**src/rtl/core/terrain_tilt_from_leg_geometry_assert.svh**
```systemverilog
// Assertion macros shared by the terrain tilt RTL.
`ifndef TERRAIN_TILT_FROM_LEG_GEOMETRY_ASSERT_SVH
`define TERRAIN_TILT_FROM_LEG_GEOMETRY_ASSERT_SVH

// When ante holds, cons must hold in the same cycle.
`define TTLG_ASSERT_IMP(label, clk, rst_n, ante, cons, msg) \
  label: assert property (@(posedge clk) disable iff (!rst_n) (ante) |-> (cons)) \
    else $error(msg);

// cond must never hold.
`define TTLG_ASSERT_NEVER(label, clk, rst_n, cond, msg) \
  label: assert property (@(posedge clk) disable iff (!rst_n) !(cond)) else $error(msg);

`endif

```
**src/rtl/core/ttlg_pkg.sv**
```systemverilog
package ttlg_pkg;

  localparam int ANGLE_FRAC_BITS = 16;
  localparam int TAB_LEN         = 24;
  localparam int CORDIC_ITERS    = (ANGLE_FRAC_BITS < TAB_LEN) ? ANGLE_FRAC_BITS : TAB_LEN;

  // angle unit inside the rotators: 0.01 degree with 16 fractional bits
  localparam int Z_FRAC = 16;
  localparam int Z_W    = 32;

  localparam int ANG_W   = 15;
  localparam int RNG_W   = 16;
  localparam int CFG_W   = 10;
  localparam int OUT_W   = 15;
  localparam int PADDR_W = 4;
  localparam int PDATA_W = 32;

  localparam int CS_W = ANGLE_FRAC_BITS + 4;   // sine / cosine datapath
  localparam int R_W  = 16;                    // radial distance of a foot
  localparam int FZ_W = 20;                    // foot height
  localparam int N_W  = 40;                    // plane normal components
  localparam int AT_W = N_W + Z_FRAC + 3;      // vectoring datapath

  localparam longint GAIN_Q30  = 652032874;
  localparam int     SIN60_Q20 = 908092;
  localparam int     DEG90     = 9000;
  localparam int     DEG180    = 18000;
  localparam int     DEG360    = 36000;

  localparam logic signed [CS_W-1:0] GAIN_INIT =
    CS_W'(GAIN_Q30 >> (30 - ANGLE_FRAC_BITS));

  localparam logic signed [Z_W-1:0] ATAN_TAB [TAB_LEN] = '{
    32'sd294912000, 32'sd174096719, 32'sd91987925, 32'sd46694507,
    32'sd23437865,  32'sd11730358,  32'sd5866610,  32'sd2933484,
    32'sd1466764,   32'sd733385,    32'sd366693,   32'sd183346,
    32'sd91673,     32'sd45837,     32'sd22918,    32'sd11459,
    32'sd5730,      32'sd2865,      32'sd1432,     32'sd716,
    32'sd358,       32'sd179,       32'sd90,       32'sd45
  };

  typedef enum logic [1:0] {
    REG_ARM_LENGTH,
    REG_LEG_HEIGHT_OFFSET,
    REG_BASE_RADIUS,
    REG_SENSOR_OFFSET
  } cfg_reg_e;

  typedef struct packed {
    logic [CFG_W-1:0] arm_length;
    logic [CFG_W-1:0] leg_height_offset;
    logic [CFG_W-1:0] base_radius;
    logic [CFG_W-1:0] sensor_offset;
  } cfg_t;

  typedef struct packed {
    logic signed [R_W-1:0]  r;
    logic signed [FZ_W-1:0] fz;
  } leg_t;

endpackage

```
**src/rtl/core/ttlg_leg_lane.sv**
```systemverilog
module ttlg_leg_lane import ttlg_pkg::*; (
  input  logic             clk_i,
  input  logic             rst_ni,
  input  logic             adv_i,
  input  logic             valid_i,
  input  logic             tag_i,
  input  logic [ANG_W-1:0] angle_i,
  input  logic [RNG_W-1:0] range_i,
  input  cfg_t             cfg_i,
  output logic             valid_o,
  output logic             tag_o,
  output leg_t             leg_o
);

  localparam int N   = CORDIC_ITERS;
  localparam int P_W = CS_W + CFG_W + 1;

  function automatic logic signed [P_W-1:0] trunc_frac(input logic signed [P_W-1:0] v);
    return v[P_W-1] ? -((-v) >>> ANGLE_FRAC_BITS) : (v >>> ANGLE_FRAC_BITS);
  endfunction

  // angle reduction into -90..90 degrees
  logic signed [17:0] t_full, t_wrap, t_fold;
  logic               flip_c;

  always_comb begin
    t_full = $signed({3'b000, angle_i});
    t_wrap = (t_full >= 18'(DEG180)) ? t_full - 18'(DEG360) : t_full;
    flip_c = 1'b0;
    t_fold = t_wrap;
    priority if (t_wrap > 18'(DEG90)) begin
      t_fold = 18'(DEG180) - t_wrap;
      flip_c = 1'b1;
    end else if (t_wrap < -18'(DEG90)) begin
      t_fold = -18'(DEG180) - t_wrap;
      flip_c = 1'b1;
    end else begin
      t_fold = t_wrap;
    end
  end

  logic signed [CS_W-1:0] x_q [N+1];
  logic signed [CS_W-1:0] y_q [N+1];
  logic signed [Z_W-1:0]  z_q [N+1];
  logic                   flip_q [N+1];
  logic                   tag_q [N+1];
  logic [RNG_W-1:0]       rng_q [N+1];
  logic                   vld_q [N+1];

  always_ff @(posedge clk_i or negedge rst_ni) begin
    if (!rst_ni) begin
      vld_q[0] <= 1'b0;
    end else if (adv_i) begin
      vld_q[0] <= valid_i;
    end
  end

  always_ff @(posedge clk_i) begin
    if (adv_i) begin
      x_q[0]    <= GAIN_INIT;
      y_q[0]    <= '0;
      z_q[0]    <= Z_W'(t_fold) <<< Z_FRAC;
      flip_q[0] <= flip_c;
      tag_q[0]  <= tag_i;
      rng_q[0]  <= range_i;
    end
  end

  for (genvar i = 0; i < N; i++) begin : g_rot
    logic signed [CS_W-1:0] dx, dy;
    assign dx = y_q[i] >>> i;
    assign dy = x_q[i] >>> i;

    always_ff @(posedge clk_i or negedge rst_ni) begin
      if (!rst_ni) begin
        vld_q[i+1] <= 1'b0;
      end else if (adv_i) begin
        vld_q[i+1] <= vld_q[i];
      end
    end

    always_ff @(posedge clk_i) begin
      if (adv_i) begin
        if (!z_q[i][Z_W-1]) begin
          x_q[i+1] <= x_q[i] - dx;
          y_q[i+1] <= y_q[i] + dy;
          z_q[i+1] <= z_q[i] - ATAN_TAB[i];
        end else begin
          x_q[i+1] <= x_q[i] + dx;
          y_q[i+1] <= y_q[i] - dy;
          z_q[i+1] <= z_q[i] + ATAN_TAB[i];
        end
        flip_q[i+1] <= flip_q[i];
        tag_q[i+1]  <= tag_q[i];
        rng_q[i+1]  <= rng_q[i];
      end
    end
  end

  // scale by the arm length
  logic signed [CS_W-1:0]  cos_c;
  logic signed [CFG_W:0]   arm_s;
  logic signed [P_W-1:0]   ps_q, pc_q;
  logic [RNG_W-1:0]        rng_p_q;
  logic                    tag_p_q, vld_p_q;

  assign cos_c = flip_q[N] ? -x_q[N] : x_q[N];
  assign arm_s = $signed({1'b0, cfg_i.arm_length});

  always_ff @(posedge clk_i or negedge rst_ni) begin
    if (!rst_ni) begin
      vld_p_q <= 1'b0;
      valid_o <= 1'b0;
    end else if (adv_i) begin
      vld_p_q <= vld_q[N];
      valid_o <= vld_p_q;
    end
  end

  always_ff @(posedge clk_i) begin
    if (adv_i) begin
      ps_q    <= P_W'(arm_s) * P_W'(y_q[N]);
      pc_q    <= P_W'(arm_s) * P_W'(cos_c);
      rng_p_q <= rng_q[N];
      tag_p_q <= tag_q[N];
    end
  end

  // foot radius and height
  logic signed [P_W-1:0] reach_c, height_c;
  leg_t                  leg_d;

  always_comb begin
    reach_c  = trunc_frac(ps_q);
    height_c = trunc_frac(pc_q);
    leg_d.r  = R_W'($signed({1'b0, cfg_i.base_radius})) + R_W'(reach_c);
    leg_d.fz = FZ_W'($signed({1'b0, cfg_i.leg_height_offset})) + FZ_W'(height_c)
             + FZ_W'($signed({1'b0, rng_p_q}))
             - FZ_W'($signed({1'b0, cfg_i.sensor_offset}));
  end

  always_ff @(posedge clk_i) begin
    if (adv_i) begin
      leg_o <= leg_d;
      tag_o <= tag_p_q;
    end
  end

endmodule

```
**config.mk**
```make
export PLATFORM = sky130hd
export DESIGN_NAME = ttlg_leg_lane
export DESIGN_NICKNAME = d
export VERILOG_FILES = /design/src/rtl/core/terrain_tilt_from_leg_geometry_assert.svh /design/src/rtl/core/ttlg_pkg.sv /design/src/rtl/core/ttlg_leg_lane.sv
export SDC_FILE = /design/constraint.sdc
export NUM_CORES = 2
export LEC_CHECK = 0
export CORE_MARGIN = 10
export CORE_UTILIZATION = 50
export CTS_CLUSTER_DIAMETER = 30
export CTS_CLUSTER_SIZE = 8
export DETAILED_ROUTE_END_ITERATION = 10
export DONT_BUFFER_PORTS = 1
export PLACE_DENSITY = 0.76
export SYNTH_ARGS = -nofsm -noshare
export SYNTH_HDL_FRONTEND = slang
export SYNTH_SLANG_ARGS = --single-unit
```
**constraint.sdc**
```tcl
create_clock -name clk_i -period 9.6 [get_ports clk_i]
set_clock_uncertainty 0.1 [all_clocks]
set_input_delay 0.96 -clock clk_i [delete_from_list [all_inputs] [get_ports clk_i]]
set_output_delay 0.96 -clock clk_i [all_outputs]
set_load 0.01 [all_outputs]
```
==> flow_summary.json <==
{
  "cpMaxStageDelayCell": "xor2_1",
  "arrival_ns": 9.14,
  "synthesis.nets": 12300,
  "synth_cells": 10600,
  "cp_slowest_stage_delay_ns": 0.88,
  "synth_edf_count": 1433,
  "cp-end-kind": "flop",
  "drive_above_1_share": 0.0595,
  "ys_top_cells_by_area": "edfxtp_1 39%, ha_1 13%, fa_1 7.5%",
  "post_cts_buffers": 0,
  "final-max-slew-violation-count": 0,
  "synth_area_leader_cell": "edfxtp_1",
  "crit_top_cell": "fa_1",
  "synth-seq-cells": 1452,
  "grt_pass1_wl_mm": 390,
  "synth-async-reset-ratio": 0.0131,
  "gp_congestion": 0.900,
  "area_growth_pct": 13.1,
  "die_h_um": 491,
  "vias": 79200,
  "status": "finished, final reports clean",
  "clock_path_buffers": 4,
  "io_pins": 114,
  "antenna_found_initial": 2,
  "clkTransAtPathRegs_ns": 0.04,
  "ys_seq_area_frac": 0.392,
  "root_buffer": "clkbuf_16",
  "grt_max_degree": 160,
  "core_um2": 220000,
  "worst_pin_slew_ns": 1.20,
  "setup_violations": 0,
  "clkLatencyLatePin_ns": 0.92,
  "drc": 0,
  "routed_wirelength_mm": 234,
  "drv_cap": 0,
  "finish.net_count": 12500,
  "io_buffers": 0,
  "syn_avg_cell_area_um2": 10.5,
  "htreeDepth": 5,
  "die_x_um": 491,
  "synth_ff_type": "edfxtp_1",
  "grt_setup_unrepaired": "no",
  "synth_area_um2": 111000,
  "ys_warn_count": 0,
  "post-route-util": 0.570,
  "grt_pass1_vias": 81000,
  "regToRegSetupSlack_ns": 0.99,
  "hold_path.class": "in2reg",
  "dpl.hpwl_mm": 173,
  "rows": 172,
  "cts_tree": "done",
  "critPathLaunchType": "flop",
  "relSlewSlack": 0.195,
  "wire_per_inst_um": 16.6,
  "setup_tns_ns": 0,
  "worstPathRequired_ns": 10.13,
  "max_freq_mhz": 116,
  "critPathTopFamily": "compound AO/OA/AOI/OAI gates",
  "yosysUniqueCellTypes": 85,
  "min_period_ns": 8.61,
  "crit_type": "reg2reg",
  "drt_iter0_markers": 4700,
  "cts_made_buffers": 344,
  "synth.most_common_cell": "edfxtp_1",
  "ant_nets": 0,
  "grt_usage": 0.189,
  "firstDrtPassIters": 8,
  "viasPerCell": 5.64,
  "hold_violations": 0,
  "synth_common_cells": "1433 x edfxtp_1, 1184 x ha_1, 914 x xnor2_1, 905 x inv_1, 768 x a21oi_1",
  "path_max_fanout": 12,
  "die-area_um2": 241000,
  "synth_top_area_share": 0.387,
  "start_util": 0.504,
  "overflow": 0,
  "critPathBufInv": 4,
  "clock-sinks": 1452,
  "min_period_over_period": 0.897
}
path summary, 6_finish.rpt:
path                                       start                    end  depth (start not counted)
min in group asynchronous                 rst_ni   vld_q[7]$_DFFE_PN0P_                          1
hold / removal                        range_i[8]  rng_q[0][8]$_DFFE_PP_                          0
setup / recovery            x_q[16][0]$_DFFE_PP_     pc_q[30]$_DFFE_PP_                         26
max in group asynchronous                 rst_ni   vld_q[6]$_DFFE_PN0P_                          1
hold reg to reg            rng_q[3][9]$_DFFE_PP_  rng_q[4][9]$_DFFE_PP_                          0
setup reg to reg            x_q[16][0]$_DFFE_PP_     pc_q[30]$_DFFE_PP_                         26
sequential cells by signal (all words and copies together) (netlist names), 31 cells and up:
| name | count |
|---|---|
| z_q | 423 |
| y_q | 299 |
| x_q | 289 |
| rng_q | 272 |
| leg_o | 36 |
| pc_q | 31 |
| ps_q | 31 |
cell type report:
cell class                      count  area (um2)
Fill cell                       17900       94800
Tap cell                         2958        3700
Timing Repair Buffer               63         541
Multi-Input combinational cell   8068       63500
Inverter                          909        3410
Antenna cell                        1        2.50
Clock inverter                    198        1990
Sequential cell                  1452       43500
Clock buffer                      392        8950
stage by stage:
| stage | worst slack, ns | hold slack [ns] | area (um2) | instances |
|---|---|---|---|---|
| floorplan | 2.42 | 0.300 | 111000 | 10600 |
| global placement | 1.22 | 0.300 | 114000 | 13400 |
| detailed placement | 1.09 | 0.305 | 114000 | 13400 |
| CTS | 1.02 | 0.0105 | 126000 | 14000 |
| global route | 0.436 | 0.0311 | 126000 | 14000 |
| finish | 0.990 | 0.0832 | 126000 | 14000 |
metal layers:
| layer | global-route usage | vias up | wire length (um) |
|---|---|---|---|
| li1 | - | 38700 | - |
| met1 | 0.224 | 37800 | 96300 |
| met2 | 0.341 | 2036 | 118000 |
| met3 | 0.0282 | 621 | 10700 |
| met4 | 0.0780 | 0 | 8600 |
| met5 | 0 | - | 0 |
timing repair:
item / 4_1_cts / 5_1_grt
gates resized for setup: 0 / 0
hold endpoints to repair: 32 / 0
hold buffers: 14 / 0
cells by family (layout without fill, tap and decap cells):
family,count (synthesis),after routing,share of synthesized area
AO/OA/AOI/OAI,2445,2445,0.142
XOR/XNOR,1229,1229,0.0970
adder cells (fa/ha/maj),1599,1599,0.208
buffers and inverters,1081,1562,0.0367
flip-flops,1452,1452,0.392
multiplexers,63,63,0.00605
other,1,2,0.0000338
AND/OR/NAND/NOR,2731,2731,0.119
placed cells by master (no fill, tap or decap), types with 350 or more instances in the layout:
master | synthesis | final
edfxtp_1 | 1433 | 1433
ha_1 | 1184 | 1184
xnor2_1 | 914 | 914
inv_1 | 905 | 905
a21oi_1 | 768 | 768
nor2_1 | 707 | 707
nand2_1 | 692 | 692
o21ai_0 | 446 | 446
fa_1 | 415 | 415
clkbuf_16 | 0 | 350
Power is left out: the tool's default activity adds up to more than one toggle a clock period on the data nets, which glitch-free logic cannot reach.
